<file path="src/design/nbbrf_pkg.sv">
`timescale 1ns / 1ps
// ----------------------------------------------------------------------------
// nbbrf_pkg
// Shared constants, types and the control store of the 9-bit bus framer.
// ----------------------------------------------------------------------------
package nbbrf_pkg;

  // Packet store geometry
  localparam int MAX_PACKET = 32;
  localparam int PKT_AW     = $clog2(MAX_PACKET);
  localparam int FILL_W     = $clog2(MAX_PACKET + 1);
  localparam int RUN_CAP    = (MAX_PACKET < 32) ? MAX_PACKET : 32;

  // Fixed field widths
  localparam int WORD_W = 9;
  localparam int ADDR_W = 5;
  localparam int BYTE_W = 8;
  localparam int IDX_W  = 5;
  localparam int LEN_W  = 6;
  localparam int KIND_W = 2;
  localparam int REM_W  = 6;
  localparam int CFGI_W = 2;

  localparam logic [REM_W-1:0]  REM_IDLE   = 6'h3F;
  localparam logic [WORD_W-1:0] BCAST_WORD = 9'h160;
  localparam logic [6:0]        INQ_BITS   = 7'h40;
  localparam logic [6:0]        RSP_BITS   = 7'h60;

  // Result kinds
  localparam logic [KIND_W-1:0] KIND_WINDOW = 2'd0;
  localparam logic [KIND_W-1:0] KIND_ACK    = 2'd1;
  localparam logic [KIND_W-1:0] KIND_BYTE   = 2'd2;

  // Register indexes
  localparam logic [CFGI_W-1:0] REG_OWN_ADDRESS = 2'd0;
  localparam logic [CFGI_W-1:0] REG_LISTEN_ALL  = 2'd1;

  // Sequencer steps
  typedef enum logic [3:0] {
    S_FETCH    = 4'd0,
    S_CLASSIFY = 4'd1,
    S_EVENT    = 4'd2,
    S_BEGIN    = 4'd3,
    S_STORE    = 4'd4,
    S_FINISH   = 4'd5,
    S_RUN_ADDR = 4'd6,
    S_RUN_EMIT = 4'd7,
    S_RUN_TEST = 4'd8,
    S_RUN_NEXT = 4'd9
  } step_t;

  // Jump conditions; ACCEPT and OUT_FREE also gate the step's operations
  typedef enum logic [2:0] {
    C_ALWAYS   = 3'd0,
    C_ACCEPT   = 3'd1,
    C_OUT_FREE = 3'd2,
    C_DISPATCH = 3'd3,
    C_LAST     = 3'd4
  } cond_t;

  typedef struct packed {
    logic  ready;
    logic  take_in;
    logic  clr_idx;
    logic  do_begin;
    logic  do_store;
    logic  do_finish;
    logic  load_evt;
    logic  load_byte;
    logic  idx_inc;
    cond_t cond;
    step_t tgt_t;
    step_t tgt_f;
  } ctrl_t;

  // Call word: bit 8 set, bit 7 makes the low byte even
  function automatic logic [WORD_W-1:0] call_word(input logic [6:0] low7);
    return {1'b1, ^low7, low7};
  endfunction

  // Control store: one word per step
  function automatic ctrl_t ucode(input step_t s);
    ctrl_t w;
    w = '{ready: 1'b0, take_in: 1'b0, clr_idx: 1'b0, do_begin: 1'b0,
          do_store: 1'b0, do_finish: 1'b0, load_evt: 1'b0, load_byte: 1'b0,
          idx_inc: 1'b0, cond: C_ALWAYS, tgt_t: S_FETCH, tgt_f: S_FETCH};
    case (s)
      S_FETCH: begin
        w.ready = 1'b1; w.take_in = 1'b1; w.clr_idx = 1'b1;
        w.cond = C_ACCEPT; w.tgt_t = S_CLASSIFY; w.tgt_f = S_FETCH;
      end
      S_CLASSIFY: begin
        w.cond = C_DISPATCH;
      end
      S_EVENT: begin
        w.load_evt = 1'b1;
        w.cond = C_OUT_FREE; w.tgt_t = S_FETCH; w.tgt_f = S_EVENT;
      end
      S_BEGIN: begin
        w.do_begin = 1'b1;
      end
      S_STORE: begin
        w.do_store = 1'b1;
      end
      S_FINISH: begin
        w.do_finish = 1'b1;
      end
      S_RUN_ADDR: begin
        w.tgt_t = S_RUN_EMIT;
      end
      S_RUN_EMIT: begin
        w.load_byte = 1'b1;
        w.cond = C_OUT_FREE; w.tgt_t = S_RUN_TEST; w.tgt_f = S_RUN_EMIT;
      end
      S_RUN_TEST: begin
        w.cond = C_LAST; w.tgt_t = S_FINISH; w.tgt_f = S_RUN_NEXT;
      end
      S_RUN_NEXT: begin
        w.idx_inc = 1'b1; w.tgt_t = S_RUN_ADDR;
      end
      default: begin
        w.tgt_t = S_FETCH;
      end
    endcase
    return w;
  endfunction

endpackage

</file>
<file path="src/design/nbbrf_ram.sv">
`timescale 1ns / 1ps
// ----------------------------------------------------------------------------
// nbbrf_ram
// Generic single-write, single-read RAM with a registered read port.
// ----------------------------------------------------------------------------
module nbbrf_ram #(
  parameter int WIDTH = 8,
  parameter int DEPTH = 32
) (
  input  logic                     clk,
  input  logic                     wr_en,
  input  logic [$clog2(DEPTH)-1:0] wr_addr,
  input  logic [WIDTH-1:0]         wr_data,
  input  logic [$clog2(DEPTH)-1:0] rd_addr,
  output logic [WIDTH-1:0]         rd_data
);

  logic [WIDTH-1:0] mem [DEPTH];

  always_ff @(posedge clk) begin
    if (wr_en) begin
      mem[wr_addr] <= wr_data;
    end
    rd_data <= mem[rd_addr];
  end

endmodule

</file>
<file path="src/design/nine_bit_bus_receive_framer.sv">
`timescale 1ns / 1ps
// ----------------------------------------------------------------------------
// nine_bit_bus_receive_framer
// Client-side receive framer for a 9-bit call-bit bus, run by a microcode ROM.
// ----------------------------------------------------------------------------
// Feed one received bus word per input beat; the block answers inquiry and
// acknowledge calls to its own address with a single-beat event, and gathers
// response and broadcast packets into a 32-byte store. The word after the
// last packet byte completes the packet: its stored bytes leave as a run of
// byte beats with tlast on the final one, or are dropped when queue_full was
// set on that completing word. An ignored word passes through a fetch step and
// a classify step; a stored, starting or dropping word adds an action step;
// an event beat adds an event step that also waits out any output stall; a
// completing word runs, for each byte, an address step, an emit step that
// waits out output stalls and a test step around the store's registered read,
// with an advance step between bytes and a closing step after the last one.
// The sequencer executes one control word per cycle.
// Configuration writes are taken at any time, but only while idle are they
// meant to be issued.
// ----------------------------------------------------------------------------
module nine_bit_bus_receive_framer
  import nbbrf_pkg::*;
(
  input  logic              clk,
  input  logic              rst,
  // input beats
  input  logic              s_tvalid,
  output logic              s_tready,
  input  logic [15:0]       s_tdata,   // [8:0] bus_word, zero fill above
  input  logic [1:0]        s_tuser,   // [0] rx_error, [1] queue_full
  // result beats
  output logic              m_tvalid,
  input  logic              m_tready,
  output logic [23:0]       m_tdata,   // [7:0] packet_byte, [12:8] byte_index,
                                       // [18:13] packet_length, zero fill above
  output logic [1:0]        m_tuser,   // [1:0] event_kind
  output logic              m_tlast,   // last_byte
  // configuration writes
  input  logic              cfg_valid,
  output logic              cfg_ready,
  input  logic [CFGI_W-1:0] cfg_index,
  input  logic [ADDR_W-1:0] cfg_data
);

  // Sequencer
  step_t step;
  step_t step_next;
  step_t dispatch_step;
  ctrl_t cw;
  logic  fire;

  // Datapath registers
  logic [WORD_W-1:0] in_word;
  logic              in_err;
  logic              in_full;
  logic [REM_W-1:0]  remaining;
  logic [FILL_W-1:0] fill;
  logic [FILL_W-1:0] run_idx;
  logic [ADDR_W-1:0] own_address;
  logic              listen_all;

  // Datapath values
  logic              hit_inq;
  logic              hit_rsp;
  logic              hit_ack;
  logic              reading;
  logic              starts;
  logic [BYTE_W-1:0] in_byte;
  logic [3:0]        in_nib;
  logic [FILL_W-1:0] run_len;
  logic              run_last;
  logic              out_free;
  logic              accept;
  logic              store_wr;
  logic [BYTE_W-1:0] rd_byte;

  assign cw       = ucode(step);
  assign s_tready = cw.ready;
  assign cfg_ready = 1'b1;
  assign accept   = s_tvalid & s_tready;
  assign out_free = ~m_tvalid | m_tready;

  // An error word reads as all ones: no call match, byte 0xFF, nibble 0xF
  assign in_byte = in_err ? '1 : in_word[BYTE_W-1:0];
  assign in_nib  = in_err ? 4'hF : in_word[3:0];
  assign hit_inq = ~in_err & (in_word == call_word(INQ_BITS | {2'b00, own_address}));
  assign hit_rsp = ~in_err & (in_word == call_word(RSP_BITS | {2'b00, own_address}));
  assign hit_ack = ~in_err & (in_word == call_word({2'b00, own_address}));
  assign reading = (remaining != '0) && (remaining <= REM_W'(31));
  assign starts  = (~in_err & (in_word == BCAST_WORD))
                 | (listen_all & (in_err | in_word[WORD_W-1]));

  // Classify the held word: calls first, then packet state
  always_comb begin
    if (hit_inq || hit_ack) begin
      dispatch_step = S_EVENT;
    end else if (hit_rsp) begin
      dispatch_step = S_BEGIN;
    end else if (reading) begin
      dispatch_step = S_STORE;
    end else if (remaining == '0) begin
      dispatch_step = (!in_full && fill != '0) ? S_RUN_ADDR : S_FINISH;
    end else if (starts) begin
      dispatch_step = S_BEGIN;
    end else begin
      dispatch_step = S_FETCH;
    end
  end

  assign run_len  = (fill > FILL_W'(RUN_CAP)) ? FILL_W'(RUN_CAP) : fill;
  assign run_last = ((run_idx + FILL_W'(1)) == run_len);

  // Operations fire only once a wait condition is met
  always_comb begin
    case (cw.cond)
      C_ACCEPT:   fire = accept;
      C_OUT_FREE: fire = out_free;
      default:    fire = 1'b1;
    endcase
  end

  always_comb begin
    case (cw.cond)
      C_ALWAYS:   step_next = cw.tgt_t;
      C_ACCEPT:   step_next = accept   ? cw.tgt_t : cw.tgt_f;
      C_OUT_FREE: step_next = out_free ? cw.tgt_t : cw.tgt_f;
      C_DISPATCH: step_next = dispatch_step;
      C_LAST:     step_next = run_last ? cw.tgt_t : cw.tgt_f;
      default:    step_next = S_FETCH;
    endcase
  end

  // Drop bytes beyond the store
  assign store_wr = cw.do_store & (fill < FILL_W'(MAX_PACKET));

  nbbrf_ram #(
    .WIDTH (BYTE_W),
    .DEPTH (MAX_PACKET)
  ) u_store (
    .clk     (clk),
    .wr_en   (store_wr),
    .wr_addr (fill[PKT_AW-1:0]),
    .wr_data (in_byte),
    .rd_addr (run_idx[PKT_AW-1:0]),
    .rd_data (rd_byte)
  );

  always_ff @(posedge clk) begin
    if (rst) begin
      step        <= S_FETCH;
      remaining   <= REM_IDLE;
      fill        <= '0;
      run_idx     <= '0;
      own_address <= ADDR_W'(1);
      listen_all  <= 1'b0;
      m_tvalid    <= 1'b0;
    end else begin
      step <= step_next;

      // Configuration; indexes beyond the list are ignored
      if (cfg_valid && cfg_ready) begin
        case (cfg_index)
          REG_OWN_ADDRESS: own_address <= cfg_data;
          REG_LISTEN_ALL:  listen_all  <= cfg_data[0];
          default: ;
        endcase
      end

      // Load a new beat, else retire a taken one
      if (fire && (cw.load_evt || cw.load_byte)) begin
        m_tvalid <= 1'b1;
      end else if (m_tvalid && m_tready) begin
        m_tvalid <= 1'b0;
      end

      if (fire && cw.take_in) begin
        in_word <= s_tdata[WORD_W-1:0];
        in_err  <= s_tuser[0];
        in_full <= s_tuser[1];
      end
      if (fire && cw.clr_idx) begin
        run_idx <= '0;
      end
      if (cw.idx_inc) begin
        run_idx <= run_idx + FILL_W'(1);
      end

      if (cw.do_begin) begin
        remaining <= REM_W'(1);
        fill      <= '0;
      end
      // First byte is the header: its nibble plus one is the count of further bytes
      if (cw.do_store) begin
        if (fill == '0) begin
          remaining <= REM_W'(in_nib) + REM_W'(1);
        end else begin
          remaining <= remaining - REM_W'(1);
        end
        if (store_wr) begin
          fill <= fill + FILL_W'(1);
        end
      end
      if (cw.do_finish) begin
        remaining <= REM_IDLE;
        fill      <= '0;
      end

      if (fire && cw.load_evt) begin
        m_tuser  <= hit_inq ? KIND_WINDOW : KIND_ACK;
        m_tdata  <= '0;
        m_tlast  <= 1'b1;
      end
      if (fire && cw.load_byte) begin
        m_tuser  <= KIND_BYTE;
        m_tdata  <= {5'b0, LEN_W'(run_len), run_idx[IDX_W-1:0], rd_byte};
        m_tlast  <= run_last;
      end
    end
  end

  // No new word is taken while a run is in flight
  a_no_accept_in_run: assert property (@(posedge clk) disable iff (rst)
    (step == S_RUN_EMIT || step == S_RUN_ADDR || step == S_RUN_TEST) |-> !s_tready)
    else $error("input accepted during a packet run");

  // A byte beat sits inside its packet
  a_index_in_len: assert property (@(posedge clk) disable iff (rst)
    (m_tvalid && m_tuser == KIND_BYTE) |-> (m_tdata[12:8] < m_tdata[18:13]))
    else $error("byte index beyond packet length");

  // tlast marks exactly the final byte of a run
  a_last_byte: assert property (@(posedge clk) disable iff (rst)
    (m_tvalid && m_tuser == KIND_BYTE) |->
      (m_tlast == ((m_tdata[12:8] + 6'd1) == m_tdata[18:13])))
    else $error("tlast does not match byte position");

  // Fill never passes the store
  a_fill_bound: assert property (@(posedge clk) disable iff (rst)
    fill <= FILL_W'(MAX_PACKET))
    else $error("fill position beyond store");

  // Byte count is idle or a header count
  a_remaining_range: assert property (@(posedge clk) disable iff (rst)
    (remaining == REM_IDLE) || (remaining <= REM_W'(16)))
    else $error("byte count out of range");

  // A completing word goes back to idle
  a_finish_idle: assert property (@(posedge clk) disable iff (rst)
    (step == S_FINISH) |=> (remaining == REM_IDLE && fill == '0))
    else $error("packet not closed after finish");

endmodule

</file>
<file path="config.mk">
export PLATFORM = sky130hd
export DESIGN_NAME = nine_bit_bus_receive_framer
export DESIGN_NICKNAME = d
export VERILOG_FILES = /design/src/design/nbbrf_pkg.sv /design/src/design/nbbrf_ram.sv /design/src/design/nine_bit_bus_receive_framer.sv
export SDC_FILE = /design/constraint.sdc
export NUM_CORES = 1
export LEC_CHECK = 0
export BUFFER_PORTS_ARGS = -buffer_cell sky130_fd_sc_hd__buf_4
export CELL_PAD_IN_SITES_DETAIL_PLACEMENT = 1
export CELL_PAD_IN_SITES_GLOBAL_PLACEMENT = 2
export CORE_ASPECT_RATIO = 0.9
export CORE_MARGIN = 10
export CORE_UTILIZATION = 42
export DETAILED_ROUTE_END_ITERATION = 6
export GPL_ROUTABILITY_DRIVEN = 0
export HOLD_SLACK_MARGIN = 0.15
export PLACE_DENSITY_LB_ADDON = 0.2
export SLEW_MARGIN = 20
export SYNTH_ARGS = -nofsm -noshare
export SYNTH_HDL_FRONTEND = slang
export SYNTH_SLANG_ARGS = --single-unit
</file>
<file path="constraint.sdc">
create_clock -name clk -period 3.12 [get_ports clk]
set_input_delay 0.156 -clock clk [delete_from_list [all_inputs] [get_ports clk]]
set_output_delay 0.156 -clock clk [all_outputs]
set_load 0.01 [all_outputs]
</file>
## Yosys cells after proc, flatten, opt, wreduce, memory -nomap -nowiden

Memory sizes are Yosys's and may differ from the RTL's. A register that Yosys moved wholly into a read port is not among the register bits.
Cells that the tools add are included.

- Add/subtract/negate cells: 4
- $lt $le $gt $ge: 3
- Eq/ne operators: 19
- Muxes and demuxes: 42
- Bitwise operators: 13
- Reduce and logical (&&, ||, !) cells: 31

Operator list:

| cell | number |
|---|---|
| $mux W6 | 9 |
| $pmux W4 S5 | 2 |
| $mux W19 | 2 |
| $eq A9 B9 Y1 | 3 |
| $reduce_xor A7 Y1 | 3 |
| $eq A4 B3 Y1 const B | 4 |
| $mux W4 | 4 |
| $mux W3 | 5 |
| $mux W1 | 13 |
| $add A6 B1 Y6 const B | 2 |
| $logic_not A6 Y1 | 2 |
| $pmux W3 S4 | 1 |
| $pmux W4 S3 | 1 |
| $reduce_bool A6 Y1 | 2 |
| $eq A9 B9 Y1 const B | 1 |
| $eq A4 B2 Y1 const B | 2 |
| $eq A4 B4 Y1 const B | 2 |
| $logic_and A1 B1 Y1 | 8 |
| $mux W8 | 1 |
| $reduce_and A2 Y1 | 4 |
| $reduce_bool A2 Y1 | 4 |
| $and A1 B1 Y1 | 7 |
| $eq A3 B2 Y1 const B | 2 |
| $eq A6 B6 Y1 | 1 |
| other kinds (19) | 27 |

- Register bits: 62
- Memory bits (writable): 256
- Input bits: 30
- Output and inout bits: 30
- Word-level logic and storage cells: 126
- Memories: 1

Memories:

| memory | words | width | read ports | clocked after memory_dff | wr ports | RTL line | source |
|---|---|---|---|---|---|---|---|
| u_store.mem | 32 | 8 | 1 | 1 | 1 | nbbrf_ram.sv:18 | `logic [WIDTH-1:0] mem [DEPTH];` |

## Depth between registers and ports, before layout

- Word-level depth: 9
- Gate-level depth with buffers: 8
- Mapped depth without buffers: 8

## Hierarchy

A second synthesis with hierarchy kept.

- Cell total of the unflattened synthesis: 732
- Area, all modules: 13326.5 um2

Modules (own cells, without submodules):

| module | instances | cells an instance | area an instance (um2) | seq. area each (um2) |
|---|---|---|---|---|
| nbbrf_ram | 1 | 417 | 10053.4 | 7847.5 |
| nine_bit_bus_receive_framer | 1 | 315 | 3273.1 | 1571.5 |

## Worst setup path after synthesis

OpenSTA, ideal clock, no wires.

- Path kind: register to register
- From: register step[1]
- To: register m_tdata[0], enable pin
- Library setup time: 0.435 ns
- Arrival time: 2.993 ns
- Required time: 2.685 ns
- Path slack: -0.308 ns
- Stages on the path, launching flop included: 5
- Path buffers: 1
- Clock period less this slack: 3.428 ns
- Cell sequence: dfxtp_1 -> clkbuf_1 -> nor4_1 -> nand2_1 -> a211oi_1

- Elaborated cells between the ends (all ways): 18
- Classes of those cells: eq/ne: 6; mux: 5; bitwise: 1; reduce/logical: 6

RTL lines:

| element | RTL line | source |
|---|---|---|
| from (decl) | nine_bit_bus_receive_framer.sv:46 | `step_t step;` |
| from (signal assigned) | nine_bit_bus_receive_framer.sv:158 | `step <= step_next;` |
| $logic_not A4 Y1 * | nbbrf_pkg.sv:87 | `case (s)` |
| $mux W3 * | nbbrf_pkg.sv:87 |  |
| net s_tready | nine_bit_bus_receive_framer.sv:28 | `output logic s_tready,` |
| $and A1 B1 Y1 * | nine_bit_bus_receive_framer.sv:80 | `assign accept = s_tvalid & s_tready;` |
| $pmux W1 S2 * | nine_bit_bus_receive_framer.sv:115 | `case (cw.cond)` |
| $logic_and A1 B1 Y1 (on tied branches) | nine_bit_bus_receive_framer.sv:208, nine_bit_bus_receive_framer.sv:213 |  |
| $reduce_bool A2 Y1 (no source line) * | n/a |  |
| $reduce_and A2 Y1 (no source line) * | n/a |  |
| to (signal assigned) | nine_bit_bus_receive_framer.sv:215 | `m_tdata <= {5'b0, LEN_W'(run_len), run_idx[IDX_W-1:0], rd_byte};` |
| to (decl) | nine_bit_bus_receive_framer.sv:34 | `output logic [23:0] m_tdata,` |

Mark *: on every way through the listed nets, which the timed path passes. The rest lies on a longest branch.
A chain may end at the register's enable or synchronous reset.

## Final worst setup path

- From: register step[2]
- To: memory u_store.mem[11][6], enable pin

- Longest elaborated chain between the ends: 5

RTL lines:

| element | RTL line | source |
|---|---|---|
| $eq A4 B3 Y1 | nbbrf_pkg.sv:87 |  |
| $mux W1 | nbbrf_pkg.sv:87 |  |
| $and A1 B1 Y1 | nine_bit_bus_receive_framer.sv:134 | `assign store_wr = cw.do_store & (fill < FILL_W'(MAX_PACKET));` |
| $mux W1 | nbbrf_ram.sv:21 | `if (wr_en) begin` |
| $mux W1 (not written as such) | nbbrf_ram.sv:22 | `mem[wr_addr] <= wr_data;` |
| to (decl) | nbbrf_ram.sv:18 |  |

No other way between the ends.

==> impl_summary.txt <==
----------------------------------------------------
[Power]
  Power share of the sequential group ... 0.537
  Worst voltage drop across the vdd grid ... 0.334 mV
  Sw Ratio ... 0.195
  Switching component of the power ... 1.73 mW
  Design internal power ... 7.12 mW
  Cell leakage power ... slightly above 5 nW
  Clock share of power ... 0.444
  Comb power frac ... 0.019
  Power Dens Cells ... 564 nW/um^2

[Hold path]
  Type of the worst min-delay path ... primary input to register

[Timing]
  RSZ-0062 raised after global routing ... no
  Fmax ... 389 MHz
  Tcrit/Tclk final ... 0.824
  Slew headroom ... 0.294
  Max Clock Skew ... 0.0247 ns
  Number of setup violations in the final report ... 0
  Worst-case hold slack ... around 0.36 ns
  Min cycle time layout ... about 2.6 ns
  Worst slew pin tran ... between 1 and 1.5 ns
  Max Transition Viols Final ... 0
  Setup TNS ... 0 ns
  Final-report hold violation count ... 0

[Yosys]
  Number of flops mapped to enable cells by yosys ... 289
  Number of distinct standard cells referenced by the synthesized netlist ... 54
  FFs w/ async S/R, synth ... 0
  Mean area per synthesized cell ... 18.0 um^2
  Sequential-to-total area share from yosys stat ... 0.710
  Synth warnings ... 0
  Combined area of all synthesized cells ... 13300 um^2
  Top_reg_cell synth ... edfxtp_1
  Mapped Cells ... between 700 and 800
  Count of state elements after synthesis ... 326

[Place]
  Port Buffers ... 46
  Instance area after placement ... 14300 um^2
  Half-perimeter wire length of the detailed placement result ... between 20000 and 25000 um

[Drt]
  Total wirelength of the detailed-routed design ... 31300 um
  Detail-routed net length per standard cell ... 24.2 um
  Count of vias placed by the detailed router ... 7004
  First-pass iteration count of the detailed router ... 5
  Per-cell via count in the routed design ... 5.43
  DRC violation count after routing ... 0
  Number of nets with antenna violations after routing ... 0
  Initial DRC Count ... approximately 540

[Global route]
  Number of antenna violations at the first check in global routing ... 0
  Overall overflow remaining after global route ... 0
  Global Route Usage Sum ... 0.159
  Number of global-route vias before repair ... 7627
  Largest net degree at the start of global routing ... 36
  First-pass GRT wire length ... 47800 um

[Flow run]
  Count of max-cap constraint violations ... 0

[Clock tree]
  Clock buffer depth ... 3
  CTS tree ... done
  Depth of the CTS H-tree ... 2
  Clock sink total ... 326
  Hold buffers post-CTS ... 26
  Post-CTS Setup Bufs ... 0
  Number of CTS-inserted buffers ... 35
  Clock input transition at the sequential cells of the worst setup and hold paths ... roughly 0.060 ns
  Post-cts sizing count ... 0
  Clock insertion delay at the later pin of the skew report ... 0.52 ns
  CTS root buffer ... clkbuf_16

[Floorplanning]
  Chip Width ... 207 um
  I/O pins ... 60
  Die extent in y ... ~190 um
  Starting Density ... 0.428
  Number of core rows ... 61
  Core box area ... between 30000 and 40000 um^2
  Die footprint ... 39100 um^2

[Critical path]
  Type of element launching the critical path ... register
  Maximum fanout encountered on the critical timing path ... 12
  CP Capture Type ... register
  Category of the most critical setup path ... register to register
  Required @ worst endpoint ... 3.32 ns
  Data arrival time of the worst path ... between 2 and 3 ns

[Finish]
  Commonest cells after routing, fill and taps aside ... 289 x edfxtp_1, 91 x buf_4, 80 x mux4_2
  Layout Nets ... 893
  Most frequent standard cell in the layout excluding fill and tap cells ... edfxtp_1
  Final design instance area without fill ... 15700 um^2
  Share of post-route cells with drive strength above 1 ... 0.286
  Area grow syn2layout ... 18.4%
  Layout filler cell count ... 2915

[Status]
  Result of the run ... finished clean

----------------------------------------------------
kinds of logic after synthesis:
family,Yosys count,synth area share
and+or+nand+nor,174,0.0700
adders and majority gates,9,0.00830
buffers and inverters,52,0.0194
other,2,0.000566
xor gates and xnor gates,20,0.0153
DFF,326,0.710
muxes,93,0.146
AOI/OAI and AO/OA,61,0.0298
critical path, stage by stage (launching register included):
cell	delay, ns
dfxtp_1	0.52
nor4b_4	0.28
nor2b_1	0.48
nand2_1	0.50
nor2_1	0.27
buf_4	0.22
metal layers:
layer  share of wire  GRT usage
met1            0.45      0.214
met2            0.49      0.261
met3           0.047     0.0288
met4           0.016     0.0387
met5               0          0
synthesized netlist by cell type, drive strengths merged (9+ instances only):
cell | n | area, um^2
nand3 | 9 | 45.0
o21ai | 12 | 60.1
xor2 | 11 | 96.3
a21oi | 18 | 90.1
nor2 | 59 | 221
edfxtp | 289 | 8680
clkbuf | 20 | 75.1
nand2 | 18 | 67.6
buf | 24 | 153
or2 | 11 | 68.8
and2 | 18 | 113
dfxtp | 37 | 741
mux4 | 80 | 1800
through the flow:
stage / power, mW / utilization / std cells / setup slack [ns]
finish: 8.85 / 0.507 / 1291 / 0.548
global route: 9.13 / 0.507 / 1290 / 0.338
CTS: 8.95 / 0.507 / 1290 / 0.528
detailed placement: 4.98 / 0.463 / 1201 / 0.553
global placement: 4.97 / 0.463 / 1201 / 0.567
floorplan: 4.92 / - / 741 / 0.426
final timing paths:
check | end | cells past startpoint | slack, ns | from
hold reg to reg | m_tdata[3] | 1 | 0.51 | u_store.rd_data[3]
setup / recovery | u_store.mem[11][6] | 5 | 0.55 | step[2]
hold / removal | in_word[4] | 2 | 0.36 | s_tdata[4]
setup reg to reg | u_store.mem[11][6] | 5 | 0.55 | step[2]
power by group through the flow:
stage	Clock, mW	Combinational, mW	Sequential (mW)
global route	4.20	0.186	4.75
floorplan	0	0.0848	4.84
detailed placement	0	0.143	4.84
finish	3.93	0.169	4.75
global placement	0	0.134	4.84
CTS	4.03	0.169	4.75
sequential cells by signal (all words and copies together) (netlist names), 4 cells and up:
register,cells
u_store.rd_data,8
run_idx,6
step,4
own_address,5
fill,6
in_word,9
u_store.mem,256
remaining,6
m_tdata,19
cell type report:
cell class	count	area [um^2]	area share
Antenna cell	1	2.50	0.000159
Clock buffer	46	948	0.0604
Clock inverter	17	146	0.00932
Inverter	8	30.0	0.00191
Multi-Input combinational cell	363	3610	0.230
Sequential cell	326	9420	0.600
Tap cell	409	512	0.0326
Timing Repair Buffer	121	1020	0.0652
No activity file was read; power rests on OpenSTA's default activity.
